<file path="src/design/mswt_pkg.sv">
// Package for the multi-slot watchdog table: item, result and command types,
// status and kind codes, and the reset values of the threshold registers.
// No dependencies; every other file of the block uses it.
package mswt_pkg;

  localparam int SLOTS_DEF      = 16;
  localparam int OWNER_BITS_DEF = 16;
  localparam int MAX_RESULTS    = 16;
  localparam int QUEUE_DEPTH    = 2;

  localparam int SLOT_ID_W = 4;
  localparam int OWNER_W   = 16;
  localparam int TICK_W    = 32;
  localparam int CFG_W     = 32;

  localparam logic [TICK_W-1:0] WARN_RST  = 32'd5;
  localparam logic [TICK_W-1:0] FATAL_RST = 32'd60;

  typedef enum logic [1:0] {
    KIND_ARM   = 2'd0,
    KIND_FEED  = 2'd1,
    KIND_TICK  = 2'd2,
    KIND_CHECK = 2'd3
  } kind_e;

  typedef enum logic [2:0] {
    ST_ARMED     = 3'd0,
    ST_FED       = 3'd1,
    ST_NOT_ARMED = 3'd2,
    ST_FULL      = 3'd3,
    ST_WARNING   = 3'd4,
    ST_FATAL     = 3'd5,
    ST_NONE      = 3'd6,
    ST_HALTED    = 3'd7
  } status_e;

  typedef enum logic {
    REG_WARN  = 1'b0,
    REG_FATAL = 1'b1
  } cfg_reg_e;

  typedef struct packed {
    kind_e                kind;
    logic [SLOT_ID_W-1:0] slot_id;
    logic [OWNER_W-1:0]   owner;
  } item_t;

  typedef struct packed {
    status_e              status;
    logic [SLOT_ID_W-1:0] slot;
    logic [OWNER_W-1:0]   slot_owner;
    logic [TICK_W-1:0]    elapsed;
    logic                 last;
  } result_t;

  typedef struct packed {
    kind_e                kind;
    logic                 feed_ok;
    logic [SLOT_ID_W-1:0] slot_id;
    logic [OWNER_W-1:0]   owner;
  } cmd_t;

endpackage

</file>
<file path="src/design/multi_slot_watchdog_table.sv">
// Top level of the multi-slot watchdog table: threshold registers, front end,
// command queue and back end. Depends on mswt_pkg, mswt_front, mswt_queue
// and mswt_back.
//
//   Channel  Ports                          Transfer
//   -------  -----------------------------  -----------------------------------
//   item     start, busy, item_i            taken when start is high, busy low
//   result   res_strobe_o, res_o            one cycle per result, no stall
//   config   cfg_we_i, cfg_idx_i,           written when cfg_we_i is high
//            cfg_wdata_i
//
// A tick advances the time from S_IDLE, a feed reads the slot tables and
// answers from S_FEED, an arm walks the valid bits one slot per cycle, and a
// check walks the slot tables through a read and stages p1 and p2 and sends its
// last result from S_DRAIN. Commands pass the two-entry queue; busy is high
// while it is full. Reset clears the valid bits, time and halt flag and loads
// the reset thresholds; the stamp and owner tables need no clearing pass.
module multi_slot_watchdog_table #(
  parameter int SLOTS      = mswt_pkg::SLOTS_DEF,
  parameter int OWNER_BITS = mswt_pkg::OWNER_BITS_DEF
) (
  input  logic                           clk_i,
  input  logic                           rst_ni,
  input  logic                           start,
  output logic                           busy,
  input  mswt_pkg::item_t                item_i,
  output logic                           res_strobe_o,
  output mswt_pkg::result_t              res_o,
  input  logic                           cfg_we_i,
  input  mswt_pkg::cfg_reg_e             cfg_idx_i,
  input  logic [mswt_pkg::CFG_W-1:0]     cfg_wdata_i
);

  logic [mswt_pkg::TICK_W-1:0] warn_q;
  logic [mswt_pkg::TICK_W-1:0] fatal_q;
  mswt_pkg::cmd_t              front_cmd;
  mswt_pkg::cmd_t              head_cmd;
  logic                        q_empty;
  logic                        q_full;
  logic                        pop;

  always_ff @(posedge clk_i or negedge rst_ni) begin
    if (!rst_ni) begin
      warn_q  <= mswt_pkg::WARN_RST;
      fatal_q <= mswt_pkg::FATAL_RST;
    end else if (cfg_we_i) begin
      case (cfg_idx_i)
        mswt_pkg::REG_WARN:  warn_q  <= cfg_wdata_i;
        mswt_pkg::REG_FATAL: fatal_q <= cfg_wdata_i;
        default: begin
          warn_q <= warn_q;
        end
      endcase
    end
  end

  assign busy = q_full;

  mswt_front #(
    .SLOTS      (SLOTS),
    .OWNER_BITS (OWNER_BITS)
  ) u_front (
    .item_i (item_i),
    .cmd_o  (front_cmd)
  );

  mswt_queue u_queue (
    .clk_i   (clk_i),
    .rst_ni  (rst_ni),
    .push_i  (start && !q_full),
    .cmd_i   (front_cmd),
    .pop_i   (pop),
    .head_o  (head_cmd),
    .empty_o (q_empty),
    .full_o  (q_full)
  );

  mswt_back #(
    .SLOTS      (SLOTS),
    .OWNER_BITS (OWNER_BITS)
  ) u_back (
    .clk_i        (clk_i),
    .rst_ni       (rst_ni),
    .warn_i       (warn_q),
    .fatal_i      (fatal_q),
    .cmd_valid_i  (!q_empty),
    .cmd_i        (head_cmd),
    .pop_o        (pop),
    .res_strobe_o (res_strobe_o),
    .res_o        (res_o)
  );

endmodule

</file>
<file path="src/design/mswt_front.sv">
// Front end of the watchdog table: decodes an accepted item into a command.
// It checks the feed slot against the table size and masks the owner tag.
// Depends on mswt_pkg.
module mswt_front #(
  parameter int SLOTS      = mswt_pkg::SLOTS_DEF,
  parameter int OWNER_BITS = mswt_pkg::OWNER_BITS_DEF
) (
  input  mswt_pkg::item_t item_i,
  output mswt_pkg::cmd_t  cmd_o
);

  localparam int OwnW = mswt_pkg::OWNER_W;

  always_comb begin
    cmd_o.kind    = item_i.kind;
    cmd_o.slot_id = item_i.slot_id;
    cmd_o.feed_ok = (32'(item_i.slot_id) < 32'(SLOTS));
    for (int b = 0; b < OwnW; b++) begin
      cmd_o.owner[b] = (b < OWNER_BITS) ? item_i.owner[b] : 1'b0;
    end
  end

endmodule

</file>
<file path="src/design/mswt_queue.sv">
// Short command queue between the front end and the execution back end.
// Depends on mswt_pkg for the command type and the queue depth.
module mswt_queue (
  input  logic           clk_i,
  input  logic           rst_ni,
  input  logic           push_i,
  input  mswt_pkg::cmd_t cmd_i,
  input  logic           pop_i,
  output mswt_pkg::cmd_t head_o,
  output logic           empty_o,
  output logic           full_o
);

  localparam int Depth = mswt_pkg::QUEUE_DEPTH;
  localparam int PtrW  = (Depth > 1) ? $clog2(Depth) : 1;
  localparam int CntW  = $clog2(Depth + 1);

  mswt_pkg::cmd_t  entry_q [Depth];
  logic [PtrW-1:0] wr_ptr_q, wr_ptr_d;
  logic [PtrW-1:0] rd_ptr_q, rd_ptr_d;
  logic [CntW-1:0] count_q, count_d;
  logic            do_push, do_pop;

  assign empty_o = (count_q == '0);
  assign full_o  = (count_q == CntW'(Depth));
  assign head_o  = entry_q[rd_ptr_q];
  assign do_push = push_i && !full_o;
  assign do_pop  = pop_i && !empty_o;

  always_comb begin
    wr_ptr_d = wr_ptr_q;
    rd_ptr_d = rd_ptr_q;
    count_d  = count_q;
    if (do_push) begin
      wr_ptr_d = (wr_ptr_q == PtrW'(Depth - 1)) ? '0 : wr_ptr_q + 1'b1;
    end
    if (do_pop) begin
      rd_ptr_d = (rd_ptr_q == PtrW'(Depth - 1)) ? '0 : rd_ptr_q + 1'b1;
    end
    if (do_push && !do_pop) begin
      count_d = count_q + 1'b1;
    end else if (do_pop && !do_push) begin
      count_d = count_q - 1'b1;
    end
  end

  always_ff @(posedge clk_i or negedge rst_ni) begin
    if (!rst_ni) begin
      wr_ptr_q <= '0;
      rd_ptr_q <= '0;
      count_q  <= '0;
    end else begin
      wr_ptr_q <= wr_ptr_d;
      rd_ptr_q <= rd_ptr_d;
      count_q  <= count_d;
    end
  end

  always_ff @(posedge clk_i) begin
    if (do_push) begin
      entry_q[wr_ptr_q] <= cmd_i;
    end
  end

endmodule

</file>
<file path="src/design/mswt_back.sv">
// Back end of the watchdog table: slot tables, time counter and the walks
// for arm and check, with a registered result stage. Depends on mswt_pkg.
module mswt_back #(
  parameter int SLOTS      = mswt_pkg::SLOTS_DEF,
  parameter int OWNER_BITS = mswt_pkg::OWNER_BITS_DEF
) (
  input  logic                            clk_i,
  input  logic                            rst_ni,
  input  logic [mswt_pkg::TICK_W-1:0]     warn_i,
  input  logic [mswt_pkg::TICK_W-1:0]     fatal_i,
  input  logic                            cmd_valid_i,
  input  mswt_pkg::cmd_t                  cmd_i,
  output logic                            pop_o,
  output logic                            res_strobe_o,
  output mswt_pkg::result_t               res_o
);

  localparam int IdxW     = (SLOTS > 1) ? $clog2(SLOTS) : 1;
  localparam int WalkW    = $clog2(SLOTS + 2);
  localparam int CntW     = $clog2(mswt_pkg::MAX_RESULTS + 1);
  localparam int TickW    = mswt_pkg::TICK_W;
  localparam int OutOwnW  = mswt_pkg::OWNER_W;
  localparam int SlotOutW = mswt_pkg::SLOT_ID_W;

  typedef enum logic [2:0] {
    S_IDLE,
    S_ARM,
    S_FEED,
    S_CHECK,
    S_DRAIN
  } state_e;

  state_e                  state_q;
  logic [WalkW-1:0]        walk_q;
  logic [SLOTS-1:0]        valid_q;
  logic [TickW-1:0]        now_q;
  logic                    halted_q;
  logic [CntW-1:0]         cnt_q;
  logic                    pend_vld_q;
  mswt_pkg::result_t       pend_q;
  logic [SlotOutW-1:0]     feed_sid_q;
  logic [OutOwnW-1:0]      own_q;
  logic                    res_strobe_q;
  mswt_pkg::result_t       res_q;

  logic                    p1_vld_q;
  logic [IdxW-1:0]         p1_idx_q;
  logic                    p2_vld_q;
  logic [IdxW-1:0]         p2_idx_q;
  logic [OWNER_BITS-1:0]   p2_owner_q;
  logic [TickW-1:0]        p2_el_q;

  logic [TickW-1:0]        stamp_mem [SLOTS];
  logic [OWNER_BITS-1:0]   owner_mem [SLOTS];
  logic [TickW-1:0]        rd_stamp_q;
  logic [OWNER_BITS-1:0]   rd_owner_q;

  logic [IdxW-1:0]         walk_idx;
  logic [IdxW-1:0]         feed_idx;
  logic                    walk_issue;
  logic                    feed_hit;
  logic                    mem_we;
  logic                    rd_en;
  logic [IdxW-1:0]         rd_addr;
  logic                    p2_hit;
  logic                    p2_fat;
  logic                    stop;
  mswt_pkg::result_t       new_res;

  function automatic mswt_pkg::result_t make_res(mswt_pkg::status_e st,
                                                 logic [SlotOutW-1:0] sl,
                                                 logic [OutOwnW-1:0] ow,
                                                 logic [TickW-1:0] el,
                                                 logic lst);
    mswt_pkg::result_t r;
    r.status     = st;
    r.slot       = sl;
    r.slot_owner = ow;
    r.elapsed    = el;
    r.last       = lst;
    return r;
  endfunction

  assign walk_idx   = walk_q[IdxW-1:0];
  assign feed_idx   = IdxW'(cmd_i.slot_id);
  assign pop_o      = cmd_valid_i && (state_q == S_IDLE);
  assign walk_issue = (state_q == S_CHECK) && (walk_q < WalkW'(SLOTS));
  assign feed_hit   = cmd_i.feed_ok && valid_q[feed_idx];
  assign mem_we     = (state_q == S_ARM) && !valid_q[walk_idx];
  assign rd_en      = walk_issue ||
                      (pop_o && !halted_q && (cmd_i.kind == mswt_pkg::KIND_FEED) && feed_hit);
  assign rd_addr    = (state_q == S_IDLE) ? feed_idx : walk_idx;

  assign p2_hit  = p2_vld_q && (p2_el_q >= warn_i);
  assign p2_fat  = p2_hit && (p2_el_q >= fatal_i);
  assign stop    = p2_hit && (p2_fat || (cnt_q == CntW'(mswt_pkg::MAX_RESULTS - 1)));
  assign new_res = make_res(p2_fat ? mswt_pkg::ST_FATAL : mswt_pkg::ST_WARNING,
                            SlotOutW'(p2_idx_q), OutOwnW'(p2_owner_q), p2_el_q, 1'b0);

  assign res_strobe_o = res_strobe_q;
  assign res_o        = res_q;

  always_ff @(posedge clk_i or negedge rst_ni) begin
    if (!rst_ni) begin
      state_q      <= S_IDLE;
      walk_q       <= '0;
      valid_q      <= '0;
      now_q        <= '0;
      halted_q     <= 1'b0;
      cnt_q        <= '0;
      pend_vld_q   <= 1'b0;
      pend_q       <= '0;
      p1_vld_q     <= 1'b0;
      p2_vld_q     <= 1'b0;
      res_strobe_q <= 1'b0;
      res_q        <= '0;
    end else begin
      res_strobe_q <= 1'b0;
      p1_vld_q     <= walk_issue && valid_q[walk_idx];
      p2_vld_q     <= (state_q == S_CHECK) && p1_vld_q;
      case (state_q)
        S_IDLE: begin
          if (cmd_valid_i) begin
            if (halted_q) begin
              res_strobe_q <= 1'b1;
              res_q <= make_res(mswt_pkg::ST_HALTED, '0, '0, '0, 1'b1);
            end else begin
              case (cmd_i.kind)
                mswt_pkg::KIND_ARM: begin
                  walk_q  <= '0;
                  state_q <= S_ARM;
                end
                mswt_pkg::KIND_FEED: begin
                  if (feed_hit) begin
                    valid_q[feed_idx] <= 1'b0;
                    state_q           <= S_FEED;
                  end else begin
                    res_strobe_q <= 1'b1;
                    res_q <= make_res(mswt_pkg::ST_NOT_ARMED, cmd_i.slot_id, '0, '0, 1'b1);
                  end
                end
                mswt_pkg::KIND_TICK: begin
                  now_q <= now_q + 1'b1;
                end
                mswt_pkg::KIND_CHECK: begin
                  walk_q     <= '0;
                  cnt_q      <= '0;
                  pend_vld_q <= 1'b0;
                  state_q    <= S_CHECK;
                end
                default: begin
                  state_q <= S_IDLE;
                end
              endcase
            end
          end
        end
        S_ARM: begin
          if (!valid_q[walk_idx]) begin
            valid_q[walk_idx] <= 1'b1;
            res_strobe_q      <= 1'b1;
            res_q   <= make_res(mswt_pkg::ST_ARMED, SlotOutW'(walk_idx), own_q, '0, 1'b1);
            state_q <= S_IDLE;
          end else if (walk_q == WalkW'(SLOTS - 1)) begin
            res_strobe_q <= 1'b1;
            res_q   <= make_res(mswt_pkg::ST_FULL, '0, '0, '0, 1'b1);
            state_q <= S_IDLE;
          end else begin
            walk_q <= walk_q + 1'b1;
          end
        end
        S_FEED: begin
          res_strobe_q <= 1'b1;
          res_q   <= make_res(mswt_pkg::ST_FED, feed_sid_q, OutOwnW'(rd_owner_q),
                              now_q - rd_stamp_q, 1'b1);
          state_q <= S_IDLE;
        end
        S_CHECK: begin
          walk_q <= walk_q + 1'b1;
          if (p2_hit) begin
            cnt_q      <= cnt_q + 1'b1;
            pend_q     <= new_res;
            pend_vld_q <= 1'b1;
            if (pend_vld_q) begin
              res_strobe_q <= 1'b1;
              res_q        <= pend_q;
            end
            if (p2_fat) begin
              halted_q <= 1'b1;
            end
          end
          if (stop || (walk_q == WalkW'(SLOTS + 1))) begin
            state_q <= S_DRAIN;
          end
        end
        S_DRAIN: begin
          res_strobe_q <= 1'b1;
          if (pend_vld_q) begin
            res_q <= make_res(pend_q.status, pend_q.slot, pend_q.slot_owner,
                              pend_q.elapsed, 1'b1);
          end else begin
            res_q <= make_res(mswt_pkg::ST_NONE, '0, '0, '0, 1'b1);
          end
          pend_vld_q <= 1'b0;
          state_q    <= S_IDLE;
        end
        default: begin
          state_q <= S_IDLE;
        end
      endcase
    end
  end

  always_ff @(posedge clk_i) begin
    if (pop_o) begin
      feed_sid_q <= cmd_i.slot_id;
      own_q      <= cmd_i.owner;
    end
    if (mem_we) begin
      stamp_mem[walk_idx] <= now_q;
      owner_mem[walk_idx] <= OWNER_BITS'(own_q);
    end
    if (rd_en) begin
      rd_stamp_q <= stamp_mem[rd_addr];
      rd_owner_q <= owner_mem[rd_addr];
    end
  end

  always_ff @(posedge clk_i) begin
    p1_idx_q   <= walk_idx;
    p2_idx_q   <= p1_idx_q;
    p2_owner_q <= rd_owner_q;
    p2_el_q    <= now_q - rd_stamp_q;
  end

  a_halt_sticks: assert property (@(posedge clk_i) disable iff (!rst_ni)
    halted_q |=> halted_q)
    else $error("Halted flag cleared without reset.");

  a_result_limit: assert property (@(posedge clk_i) disable iff (!rst_ni)
    (state_q == S_CHECK) |-> (cnt_q < CntW'(mswt_pkg::MAX_RESULTS)))
    else $error("Check reported more slots than allowed.");

  a_halted_answer: assert property (@(posedge clk_i) disable iff (!rst_ni)
    (state_q == S_IDLE && cmd_valid_i && halted_q) |=>
      (res_strobe_q && res_q.status == mswt_pkg::ST_HALTED && res_q.last))
    else $error("Halted block did not answer an item with halted.");

  a_partial_in_check: assert property (@(posedge clk_i) disable iff (!rst_ni)
    (res_strobe_q && !res_q.last) |-> (state_q == S_CHECK || state_q == S_DRAIN))
    else $error("Non-final result outside of a check.");

endmodule

</file>
<file path="config.mk">
export PLATFORM = sky130hd
export DESIGN_NAME = multi_slot_watchdog_table
export DESIGN_NICKNAME = d
export VERILOG_FILES = /design/src/design/mswt_pkg.sv /design/src/design/multi_slot_watchdog_table.sv /design/src/design/mswt_front.sv /design/src/design/mswt_queue.sv /design/src/design/mswt_back.sv
export SDC_FILE = /design/constraint.sdc
export NUM_CORES = 2
export LEC_CHECK = 0
export BUFFER_PORTS_ARGS = -buffer_cell sky130_fd_sc_hd__buf_2
export CAP_MARGIN = 0
export CORE_ASPECT_RATIO = 0.9
export CORE_MARGIN = 5
export CORE_UTILIZATION = 40
export DETAILED_ROUTE_END_ITERATION = 16
export GPL_ROUTABILITY_DRIVEN = 0
export SLEW_MARGIN = 25
export SYNTH_ARGS = -nofsm -noshare
export SYNTH_HDL_FRONTEND = slang
export SYNTH_SLANG_ARGS = --single-unit
</file>
<file path="constraint.sdc">
create_clock -name clk_i -period 6.1 [get_ports clk_i]
set_input_delay 0 -clock clk_i [delete_from_list [all_inputs] [get_ports clk_i]]
set_output_delay 0 -clock clk_i [all_outputs]
set_load 0.01 [all_outputs]
</file>
==> results.md <==
* Status: completed
* Post-synth top flop: edfxtp_1
* Placement Cell Area at about 51000 µm²
* Final core occ at 46.9%
* Crit path required time at between 6000 and 7000 ps
* Initial antenna violation count at 0
* Multi-input gate area at 13300 µm²
* WHS Endpoint: u_queue.entry_q[1][9]
* CTS sink count at 1180
* DP HPWL at between 60 and 70 mm
* Synth-to-Final Area Change at 16.8%
* Reg-to-reg endpoint: u_back.res_o[51]
* Async SR Flop Fraction at between 20% and 30%
* H-Tree Level Count at 3
* DRT iter0 DRCs at about 2.5k
* Total CTS buffers at roughly 120
* Worst path cell trace: inv_1 > ha_1 > o21ai_0 > a21oi_1 > o311ai_0 > a31oi_1 > o21ai_4 > o2111ai_2 > nor2_4 > inv_2 > mux2_1
* DR pass1 iterations at 10
* Row count at 120
* Buffers on Ports at 116
* Startpoint types: flop
* Fin crit period at between 4000 and 5000 ps
* Sequential area share after synthesis at 70.5%
* Worst vdd ir at ~0.37 mV
* Max-slew violation count at 0
* Syn_nets at a little under 3k
* Clock edge transition at the registers on the reported setup and hold paths at 60 ps
* Clk Latency, worst-skew pair at about 700 ps
* I/O Pins at around 120
* Fin. Hold Viols at 0
* Commonest non-fill, non-tap cell in the layout: edfxtp_1
* Antenna cells at 0
* Reg area at roughly 34000 µm²
* Grt ovf at 0
* Final WL at around 110 mm
* Relative slew slack at between 30% and 40%
* Pwr dens at ~450 nW/µm²
* Tightest Hold Check Type: primary input to flop
* WS Path Type: flop to flop
* Antenna viol nets, final at 0
* RSZ-0062 raised after global routing: no
* Final period utilization at a little over two thirds
* Vias/cell at around 5.5
* Synthesized cell area at around 48000 µm²
* Avg Inst Size Synth at about 17 µm²
* CP endpoint kind: flop
* DR vias at 26.2k
* FF-to-FF Start: warn_q[2]
* Reg2Reg Depth at 11
* Worst Path Max Fanout at 25
* Syn. warnings at 0
* Worst Slack Setup Final at 1840 ps
* WHS at around 48 ps
* Setup Total Neg Slack at 0 ps
* Post-synth EDFFs at between 800 and 900
* Share of cells above drive strength 1 at around 22%
* Hold path startpoint: item_i[9]
* Fin nets at ~3.2k
* Dpl ws at ~1900 ps
* Chip width at 374 µm
* CTS resizes at 0
* Commonest non-fill, non-tap cells in the layout: edfxtp_1, dfrtp_1, mux4_2
* Clock Path Buffers at 3
* WHS Path Cells at 2
* First-pass GRT wire length at ~170 mm
* CP peak stage delay at 860 ps
* Core area at 119000 µm²
* Clk root buf: clkbuf_16
* CTS tree: done
* Max Cap Viol at 0
* Final setup fails at 0
* CP arrival at between 4000 and 5000 ps
* Slowest-stage cell, CP: o21ai_4
* GRT Total Usage at between 10% and 20%
* Synth cell types at roughly 80
* Avg WL per Cell at between 20 and 25 µm
* Setup Skew at around 34 ps
* Design area at about 56000 µm²
* Vias in the first global route at approximately 27k
* Filler cell count at between 9k and 10k
* Full die area at about 130000 µm²
* Synth Register Bits at ~1.2k
* FMAX at between 200 and 250 MHz
* R2R Setup Slk at between 1500 and 2000 ps
* Leak at 20.5 nW
* Worst-Margin Slew at between 1000 and 1500 ps
* Pin count of the biggest net entering global routing at between 100 and 150
* DRC at 0
* Post-Syn Instances at roughly 2.8k
* Initial Util at 40.2%
* Die Y at about 340 µm
## area by class of cell
cell class / count / area share [%]
inverter: 125 / 0.846
timing repair buffer: 282 / 4.14
clock inverter: 59 / 1.41
multi-input combinational: 1354 / 23.8
sequential: 1180 / 60.4
clock buffer: 157 / 5.88
tap: 1586 / 3.56
## power breakdown
group,total [mW],leakage (nW),switching [mW],internal (mW)
Combinational,6.81,6.90,3.93,2.88
Clock,7.52,1.98,3.00,4.52
Sequential,10.6,11.6,0.768,9.87
## synthesized netlist by cell type (all sizes together), types with 4 or more instances
| cell type | instances | share of area, % |
|---|---|---|
| mux2i | 56 | 1.2 |
| a2bb2oi | 4 | 0.073 |
| and3 | 22 | 0.29 |
| a21o | 16 | 0.25 |
| inv | 124 | 0.98 |
| ha | 107 | 2.8 |
| nand2b | 16 | 0.21 |
| edfxtp | 880 | 55 |
| buf | 53 | 0.56 |
| nand2 | 101 | 0.79 |
| clkbuf | 72 | 0.57 |
| a22oi | 22 | 0.35 |
| nor3 | 23 | 0.25 |
| nor2 | 75 | 0.63 |
| xor2 | 20 | 0.37 |
| nand4 | 17 | 0.22 |
| nand3 | 34 | 0.36 |
| a32oi | 4 | 0.073 |
| dfxtp | 56 | 2.3 |
| o21a | 7 | 0.11 |
| o211ai | 8 | 0.13 |
| a31oi | 18 | 0.24 |
| xnor2 | 45 | 0.83 |
| dfstp | 6 | 0.33 |
| nor2b | 53 | 0.69 |
| o22ai | 4 | 0.052 |
| a21boi | 4 | 0.063 |
| o21ai | 94 | 0.99 |
| a21oi | 110 | 1.2 |
| mux4 | 200 | 9.5 |
| or3 | 5 | 0.066 |
| a211oi | 54 | 0.85 |
| o2bb2ai | 34 | 0.62 |
| mux2 | 104 | 2.5 |
| a221oi | 4 | 0.073 |
| o31ai | 4 | 0.063 |
| a222oi | 18 | 0.38 |
| and2 | 15 | 0.20 |
| a221o | 11 | 0.23 |
| dfrtp | 238 | 12 |
## kinds of logic after synthesis
kind of cell,Yosys count,share of synthesized area [%]
AO/OA/AOI/OAI,448,6.31
XOR/XNOR,65,1.19
adder cells (fa/ha/maj),108,2.85
buffers and inverters,250,2.11
flip-flops,1180,70.5
multiplexers,360,13.1
AND/OR/NAND/NOR,373,3.90
## flip-flops by register name (all words and copies together) (netlist names), 32 cells and up
signal / cells
u_queue.entry_q: 44
u_back.owner_mem: 256
u_back.p2_el_q: 32
u_back.res_o: 56
u_back.pend_q: 54
warn_q: 32
u_back.now_q: 32
u_back.stamp_mem: 512
u_back.rd_stamp_q: 32
fatal_q: 32
## routing by layer
metal  track usage, %  routed length [µm]
met1             25.1               49900
met2             28.6               53400
met3             2.84                6740
met4             5.17                2640
met5                0                   0
## worst max-delay path by stage
stage	start	end	slack (ps)
2_1_floorplan	u_back.walk_q[0]	u_back.owner_mem[3][0]	600
4_1_cts	warn_q[2]	u_back.res_o[51]	1880
5_1_grt	warn_q[2]	u_back.res_o[51]	1670
6_report	warn_q[2]	u_back.res_o[51]	1840
3_3_place_gp	warn_q[2]	u_back.res_o[51]	1790
3_5_place_dp	warn_q[2]	u_back.res_o[51]	1890
## critical path, delay by kind of cell, from the launching register on
kind	cells	cell delay (ps)
buffers and inverters	2	350
adder cells (fa/ha/maj)	1	260
flip-flops	1	520
multiplexers	1	390
AO/OA/AOI/OAI	6	2050
AND/OR/NAND/NOR	1	570
## through the flow
step | cells | power (mW)
global placement | 4418 | 17.5
floorplan | 2784 | 15.2
detailed placement | 4418 | 17.6
global route | 4743 | 26.2
finish | 4743 | 25.0
CTS | 4741 | 25.2
## what timing repair did
item	4_1_cts	5_1_grt
hold buffers	107	1
setup endpoints to repair	0	0
hold endpoints to repair	254	54
buffers inserted	0	0
Power figures use the tool's default switching activity.
